File: src/sv/assert_macros.svh
// Assertion macros shared by the deque RTL.
`ifndef ASSERT_MACROS_SVH
`define ASSERT_MACROS_SVH

`ifndef SYNTH

// Check that a property holds at every rising clock edge outside reset.
`define ASSERT_PROP(name, clk, rst_n, prop, msg) \
	name: assert property (@(posedge clk) disable iff (!rst_n) (prop)) else $error(msg);

// Check that a condition never holds outside reset.
`define ASSERT_NEVER(name, clk, rst_n, cond, msg) \
	name: assert property (@(posedge clk) disable iff (!rst_n) !(cond)) else $error(msg);

`else

`define ASSERT_PROP(name, clk, rst_n, prop, msg)
`define ASSERT_NEVER(name, clk, rst_n, cond, msg)

`endif

`endif

File: src/sv/cdeq_pkg.sv
// Shared widths, action codes and result item layout of the circular deque.
package cdeq_pkg;

	localparam int WORD_W        = 32;
	localparam int CAP_W         = 5;
	localparam int ACT_W         = 3;
	localparam int CAP_RESET_VAL = 16;

	localparam logic [ACT_W-1:0] ACT_INS_FRONT = 3'd0;
	localparam logic [ACT_W-1:0] ACT_INS_BACK  = 3'd1;
	localparam logic [ACT_W-1:0] ACT_DEL_FRONT = 3'd2;
	localparam logic [ACT_W-1:0] ACT_DEL_BACK  = 3'd3;
	localparam logic [ACT_W-1:0] ACT_QUERY     = 3'd4;

	// Result item, last field in the lowest bits (72 bits, nine bytes).
	typedef struct packed {
		logic [CAP_W-1:0]         occupancy;
		logic                     is_full;
		logic                     is_empty;
		logic signed [WORD_W-1:0] rear_value;
		logic signed [WORD_W-1:0] front_value;
		logic                     accepted;
	} result_t;

	localparam int RESULT_W = $bits(result_t);

endpackage

File: src/sv/circular_double_ended_queue.sv
// Circular double-ended queue of signed 32-bit words held in a ring memory.
//
// Each input item carries one action in s_tuser (insert front, insert back,
// delete front, delete back, query; unused codes act as query) and the word to
// insert in s_tdata. Inserts are refused when the deque is full and deletes
// when it is empty. Every item yields exactly one result item with the
// accepted flag, the front and rear words after the action (all ones, i.e. -1,
// when empty), the empty and full flags and the occupancy. The words live in a
// ring memory of RING_DEPTH entries with one write port and two registered
// read ports; the pointers and the count live in flip-flops. For each item
// the accept cycle updates the pointers and writes the word, state READ then
// reads the front and rear entries, and state RESP loads the output register.
// Items are taken one at a time: a new item is accepted only after the last
// has loaded the output register, and the result register lets it in while
// the previous result still waits. Writing cfg_wr_data (capacity 1..RING_DEPTH,
// 0 taken as 1, larger values saturated) empties the deque and keeps the memory;
// write it only while the block is idle. No clearing pass runs after reset:
// a read word is only used once an insert has written its entry.
module circular_double_ended_queue #(
	parameter int RING_DEPTH = 16
) (
	input  logic                                clk,
	input  logic                                arst_n,
	// Input item stream.
	input  logic                                s_tvalid,
	output logic                                s_tready,
	input  logic [cdeq_pkg::WORD_W-1:0]         s_tdata,  // [31:0] value
	input  logic [cdeq_pkg::ACT_W-1:0]          s_tuser,  // [2:0] action
	// Result item stream.
	output logic                                m_tvalid,
	input  logic                                m_tready,
	// [0] accepted, [32:1] front_value, [64:33] rear_value, [65] is_empty,
	// [66] is_full, [71:67] occupancy
	output logic [cdeq_pkg::RESULT_W-1:0]       m_tdata,
	// Capacity register write.
	input  logic                                cfg_wr_en,
	input  logic [cdeq_pkg::CAP_W-1:0]          cfg_wr_data
);
	import cdeq_pkg::*;

	localparam int PTR_W = $clog2(RING_DEPTH);
	localparam int CMP_W = ((PTR_W > CAP_W) ? PTR_W : CAP_W) + 1;
	localparam int CAP_RESET_I = (RING_DEPTH < CAP_RESET_VAL) ? RING_DEPTH : CAP_RESET_VAL;
	localparam logic [CAP_W-1:0] CAP_RESET = CAP_W'(CAP_RESET_I);
	localparam logic [PTR_W-1:0] TAIL_RESET = PTR_W'(CAP_RESET_I - 1);

	localparam logic [1:0] ST_IDLE = 2'd0;
	localparam logic [1:0] ST_READ = 2'd1;
	localparam logic [1:0] ST_RESP = 2'd2;

	// Saturate a written capacity into 1..RING_DEPTH.
	function automatic logic [CAP_W-1:0] clamp_cap(input logic [CAP_W-1:0] v);
		logic [CAP_W-1:0] r;
		r = v;
		if (v == '0) begin
			r = CAP_W'(1);
		end else if (CMP_W'(v) > CMP_W'(RING_DEPTH)) begin
			r = CAP_W'(RING_DEPTH);
		end
		return r;
	endfunction

	logic [1:0]              state_q;
	logic [CAP_W-1:0]        cap_q;
	logic [PTR_W-1:0]        head_q;
	logic [PTR_W-1:0]        tail_q;
	logic [CAP_W-1:0]        count_q;
	logic                    ok_q;
	logic [WORD_W-1:0]       ring_q [RING_DEPTH];
	logic [WORD_W-1:0]       front_rd_q;
	logic [WORD_W-1:0]       rear_rd_q;
	result_t                 out_q;
	logic                    out_valid_q;

	logic                    in_fire;
	logic                    out_load;
	logic                    full;
	logic                    empty;
	logic [PTR_W-1:0]        cap_last;
	logic [PTR_W-1:0]        head_up;
	logic [PTR_W-1:0]        head_dn;
	logic [PTR_W-1:0]        tail_up;
	logic [PTR_W-1:0]        tail_dn;
	logic [PTR_W-1:0]        head_nx;
	logic [PTR_W-1:0]        tail_nx;
	logic [CAP_W-1:0]        count_nx;
	logic                    ok_nx;
	logic                    wr_en;
	logic [PTR_W-1:0]        wr_addr;
	logic [CAP_W-1:0]        cap_new;
	result_t                 result;

	assign s_tready = (state_q == ST_IDLE);
	assign in_fire  = s_tvalid && s_tready;
	assign full     = (count_q >= cap_q);
	assign empty    = (count_q == '0);
	assign cap_last = PTR_W'(cap_q - CAP_W'(1));
	assign cap_new  = clamp_cap(cfg_wr_data);

	// Wrap the pointers at the capacity in use.
	assign head_up = ((CMP_W'(head_q) + CMP_W'(1)) >= CMP_W'(cap_q)) ? '0 : head_q + PTR_W'(1);
	assign tail_up = ((CMP_W'(tail_q) + CMP_W'(1)) >= CMP_W'(cap_q)) ? '0 : tail_q + PTR_W'(1);
	assign head_dn = (head_q == '0) ? cap_last : head_q - PTR_W'(1);
	assign tail_dn = (tail_q == '0) ? cap_last : tail_q - PTR_W'(1);

	// Decode the action against the current fill level.
	always_comb begin
		head_nx  = head_q;
		tail_nx  = tail_q;
		count_nx = count_q;
		ok_nx    = 1'b1;
		wr_en    = 1'b0;
		wr_addr  = head_dn;
		unique case (s_tuser)
			ACT_INS_FRONT: begin
				if (full) begin
					ok_nx = 1'b0;
				end else begin
					head_nx  = head_dn;
					count_nx = count_q + CAP_W'(1);
					wr_en    = 1'b1;
					wr_addr  = head_dn;
				end
			end
			ACT_INS_BACK: begin
				if (full) begin
					ok_nx = 1'b0;
				end else begin
					tail_nx  = tail_up;
					count_nx = count_q + CAP_W'(1);
					wr_en    = 1'b1;
					wr_addr  = tail_up;
				end
			end
			ACT_DEL_FRONT: begin
				if (empty) begin
					ok_nx = 1'b0;
				end else begin
					head_nx  = head_up;
					count_nx = count_q - CAP_W'(1);
				end
			end
			ACT_DEL_BACK: begin
				if (empty) begin
					ok_nx = 1'b0;
				end else begin
					tail_nx  = tail_dn;
					count_nx = count_q - CAP_W'(1);
				end
			end
			default: begin
				// Query and unused codes: leave the state alone.
			end
		endcase
	end

	// Pointer, count and sequencer registers; a capacity write empties the deque.
	always_ff @(posedge clk or negedge arst_n) begin
		if (!arst_n) begin
			state_q <= ST_IDLE;
			cap_q   <= CAP_RESET;
			head_q  <= '0;
			tail_q  <= TAIL_RESET;
			count_q <= '0;
			ok_q    <= 1'b0;
		end else begin
			if (cfg_wr_en) begin
				cap_q   <= cap_new;
				head_q  <= '0;
				tail_q  <= PTR_W'(cap_new - CAP_W'(1));
				count_q <= '0;
			end else if (in_fire) begin
				head_q  <= head_nx;
				tail_q  <= tail_nx;
				count_q <= count_nx;
			end
			if (in_fire) begin
				ok_q <= ok_nx;
			end
			unique case (state_q)
				ST_IDLE: begin
					if (in_fire) begin
						state_q <= ST_READ;
					end
				end
				ST_READ: begin
					state_q <= ST_RESP;
				end
				ST_RESP: begin
					if (out_load) begin
						state_q <= ST_IDLE;
					end
				end
				default: begin
					state_q <= ST_IDLE;
				end
			endcase
		end
	end

	// Ring memory: one write port, two registered read ports.
	always_ff @(posedge clk) begin
		if (in_fire && wr_en) begin
			ring_q[wr_addr] <= s_tdata;
		end
		if (state_q == ST_READ) begin
			front_rd_q <= ring_q[head_q];
			rear_rd_q  <= ring_q[tail_q];
		end
	end

	// Build the result from the updated state and the words just read.
	always_comb begin
		result.accepted    = ok_q;
		result.front_value = empty ? '1 : front_rd_q;
		result.rear_value  = empty ? '1 : rear_rd_q;
		result.is_empty    = empty;
		result.is_full     = full;
		result.occupancy   = count_q;
	end

	// Load the output register when it is free or being drained.
	assign out_load = (state_q == ST_RESP) && (!out_valid_q || m_tready);

	always_ff @(posedge clk or negedge arst_n) begin
		if (!arst_n) begin
			out_valid_q <= 1'b0;
		end else if (out_load) begin
			out_valid_q <= 1'b1;
		end else if (m_tready) begin
			out_valid_q <= 1'b0;
		end
	end

	always_ff @(posedge clk) begin
		if (out_load) begin
			out_q <= result;
		end
	end

	assign m_tvalid = out_valid_q;
	assign m_tdata  = out_q;

`include "assert_macros.svh"

	`ASSERT_NEVER(a_count_in_cap, clk, arst_n, count_q > cap_q, "count above capacity")
	`ASSERT_NEVER(a_ptr_in_cap, clk, arst_n, (CMP_W'(head_q) >= CMP_W'(cap_q)) || (CMP_W'(tail_q) >= CMP_W'(cap_q)), "pointer beyond capacity")
	`ASSERT_PROP(a_accept_to_resp, clk, arst_n, in_fire |-> ##2 (state_q == ST_RESP), "item did not reach the result stage")
	`ASSERT_PROP(a_empty_result, clk, arst_n, (m_tvalid && out_q.is_empty) |-> ((out_q.occupancy == '0) && (out_q.front_value == '1) && (out_q.rear_value == '1)), "empty result inconsistent")

endmodule
File: config.mk
export PLATFORM = sky130hd
export DESIGN_NAME = circular_double_ended_queue
export DESIGN_NICKNAME = d
export VERILOG_FILES = /design/src/sv/cdeq_pkg.sv /design/src/sv/circular_double_ended_queue.sv
export VERILOG_INCLUDE_DIRS = /design/src /design/src/sv
export SDC_FILE = /design/constraint.sdc
export NUM_CORES = 1
export LEC_CHECK = 0
export BUFFER_PORTS_ARGS = -buffer_cell sky130_fd_sc_hd__buf_4
export CORE_MARGIN = 2
export CORE_UTILIZATION = 45
export DETAILED_ROUTE_END_ITERATION = 8
export PLACE_DENSITY_LB_ADDON = 0.08
export SLEW_MARGIN = 10
export SYNTH_ARGS = -nofsm -noshare
export SYNTH_HDL_FRONTEND = slang
export SYNTH_SLANG_ARGS = --single-unit
File: constraint.sdc
create_clock -name clk -period 5.6 [get_ports clk]
set_input_delay 0.56 -clock clk [delete_from_list [all_inputs] [get_ports clk]]
set_output_delay 0.56 -clock clk [all_outputs]
set_load 0.02 [all_outputs]
==> run summary <==
First-pass GRT wire length = 114000 µm
Power per cell area = 356 mW/mm²
Drt drc = 0
Num ports = 119
Tmin final = 4.43 ns
CTS tree = done
Cell count after synthesis = 1596
Startpoint types = flop
Die Y = 263 µm
Commonest non-fill, non-tap cells in the layout = 648 x edfxtp_1, 226 x mux4_2, 147 x buf_4
# rows = 94
Critical path cell sequence = buf_4, inv_1, ha_1, ha_1, a21oi_1, o21ai_0, a21oi_1, a41oi_1, nor2_4, buf_12
Worst min-delay path class = primary input to flop
Design area = 0.0345 mm²
Syn avg cell area = 18.9 µm²
Core area = 0.0660 mm²
Total GRT Usage = 22.3%
Sequential Area = 0.0200 mm²
CTS buffer count = 73
Antenna violations before repair = 3
Final hold vios = 0
Nets = 1798
DR vias = 16300
Crit Path Category = flop to flop
Max-Cap Viols = 0
Number of global-route vias before repair = 17300
Crit end category = flop
DR WL/cell = 28.8 µm
Post-synthesis register bit count = 670
Peak supply drop = 214 µV
Met2 usage = 37.1%
Post-route ant nets = 0
Die area = 0.0690 mm²
Crit-path leading delay family = compound AO/OA/AOI/OAI gates
M3 GR Usage = 3.22%
Clock Skews = 0.0172 ns
Top FF cell, synth = edfxtp_1
CTS Sinks = 670
Largest fanout on the critical path = 23
CP max-delay cell = nor2_4
Relative slew slack = 25.4%
Tightest Pin Transition = 1.12 ns
Cts hold-fix bufs = 1
Worst-skew pair later-pin latency = 0.61 ns
H-tree depth = 3
CTS clk-pin slew, worst paths = 0.06 ns
Total Wirelength = 76500 µm
Async S/R FF share, synth = 3.28%
Syn Std Cell Area = 0.0301 mm²
Max-slew violations = 0
Largest net degree at the start of global routing = 62
Post-synth cell types = 69
Starting density of the core = 45.6%
Clock root buffer = clkbuf_16
Fillers = 5243
DP Wirelength = 44200 µm
RSZ-0062 raised after global routing = false
Status = finished, final reports clean
Total power = 12.3 mW
Met1 Use GR = 31.0%
Final setup violation count = 0
Die width = 263 µm
Post-CTS Repair Setup Buffers = 0
PortBufs = 118
Leakage dissipation = 11.4 nW
Post-CTS Resized = 0
Post-synth EDFFs = 648
Mapped Nets = 1666
GR peak layer = met2
First-pass detailed-route iteration total = 5
R2r setup slk = 1.17 ns
Routability cong. = 0.839
Area delta synth->final = 14.7%
YS warnings = 0
DP Area = 0.0322 mm²
Register area share after synthesis = 66.5%
WP data arrival = 4.72 ns
Setup TNS = 0 ns
Fmax = 0.226 GHz
Share of layout cells above drive strength 1 = 29.5%
DRT iter0 DRCs = 1353
CP bufs+invs = 3
Max stage delay on crit path = 0.62 ns
Most common cell after layout, fill and taps aside = edfxtp_1
Gr ovfl total = 0
CTS Buffer Depth = 3
Via density per instance = 6.15
Area of the multi-input gates = 0.00963 mm²
Final period util = 79.0%
WP data required = 5.89 ns
[Yosys cell counts (3+ instances only)]
cell	number	area (µm²)
mux2i_1	133	1330
nand2b_1	71	444
a2111oi_0	6	52.6
xnor2_1	7	61.3
inv_1	23	86.3
or3_1	3	18.8
ha_1	24	300
dfstp_2	5	131
clkbuf_1	46	173
mux4_2	226	5090
buf_1	10	37.5
nand3_1	5	25.0
buf_4	7	52.6
or2_2	3	18.8
and2_1	4	25.0
a22oi_1	35	263
a41oi_1	3	26.3
nand2_1	24	90.1
buf_2	33	165
o21ai_1	27	135
dfrtp_1	17	425
a21oi_1	15	75.1
a221oi_1	62	543
buf_6	8	90.1
nor2b_1	10	62.6
a31oi_1	4	25.0
edfxtp_1	648	19500
o21ai_0	18	90.1
nor2_1	55	206
o31ai_1	5	37.5
a211oi_1	8	60.1
nand3b_1	3	22.5
[worst min-delay path, cell delays in order]
cell and delay (ns):
buf_4 0.11, nand2_1 0.04, o21ai_0 0.07
[layer usage]
layer / wire length (µm) / vias up
li1: - / 6983
met3: 3950 / 106
met1: 33200 / 8725
met4: 1510 / 2
met2: 37800 / 500
met5: 8 / -
[logic make-up (layout without fill, tap and decap cells)]
| logic type | count (synthesis) | count (layout) | share of synthesized area, % |
|---|---|---|---|
| adders and majority gates | 25 | 25 | 1.06 |
| other | 0 | 2 | 0 |
| buffers and inverters | 128 | 319 | 2.02 |
| DFF | 670 | 670 | 66.5 |
| xor gates and xnor gates | 9 | 9 | 0.262 |
| and+or+nand+nor | 195 | 195 | 3.50 |
| AOI/OAI and AO/OA | 208 | 208 | 5.23 |
| muxes | 361 | 361 | 21.4 |
[final cells by class]
class	instances	area share, %
Antenna cell	2	0.0145
Clock buffer	95	5.59
Clock inverter	39	1.13
Inverter	24	0.261
Multi-Input combinational cell	798	27.9
Sequential cell	670	58.0
Tap cell	864	3.13
Timing Repair Buffer	161	3.98
[stage by stage]
stage,instances,hold slack (ns),setup slack (ns),util [%]
detailed placement,2516,0.457,1.21,48.8
finish,2653,0.221,1.17,52.3
global route,2652,0.227,0.938,52.3
global placement,2516,0.444,1.28,48.8
CTS,2651,0.183,1.19,52.3
floorplan,1596,0.264,1.18,-
[power by group]
group          internal [mW]  total (mW)  switching (mW)
sequential              5.79        5.88          0.0879
combinational          0.638        1.70            1.06
clock                   2.73        4.70            1.97
total                   9.16        12.3            3.12
[path summary, 6_finish.rpt]
kind | startpoint | to | cells past startpoint
hold reg to reg | ok_q$_DFFE_PN0P_ | m_tdata[0]$_DFFE_PP_ | 0
setup reg to reg | tail_q[1]$_DFFE_PN1P_ | ring_q[13][9]$_DFFE_PP_ | 10
setup / recovery | tail_q[1]$_DFFE_PN1P_ | ring_q[13][9]$_DFFE_PP_ | 10
min in group asynchronous | arst_n | cap_q[1]$_DFFE_PN0P_ | 2
max in group asynchronous | arst_n | tail_q[1]$_DFFE_PN1P_ | 2
hold / removal | cfg_wr_data[4] | cap_q[4]$_DFFE_PN1P_ | 3
[registers in the layout, summed over array words and instances, names as in the netlist]
name and cells:
ring_q 512, m_tdata 72, front_rd_q 32, rear_rd_q 32, cap_q 5, count_q 5, head_q 4, tail_q 4
state_q 2, m_tvalid 1, ok_q 1
No activity file was read; power rests on OpenSTA's default activity.
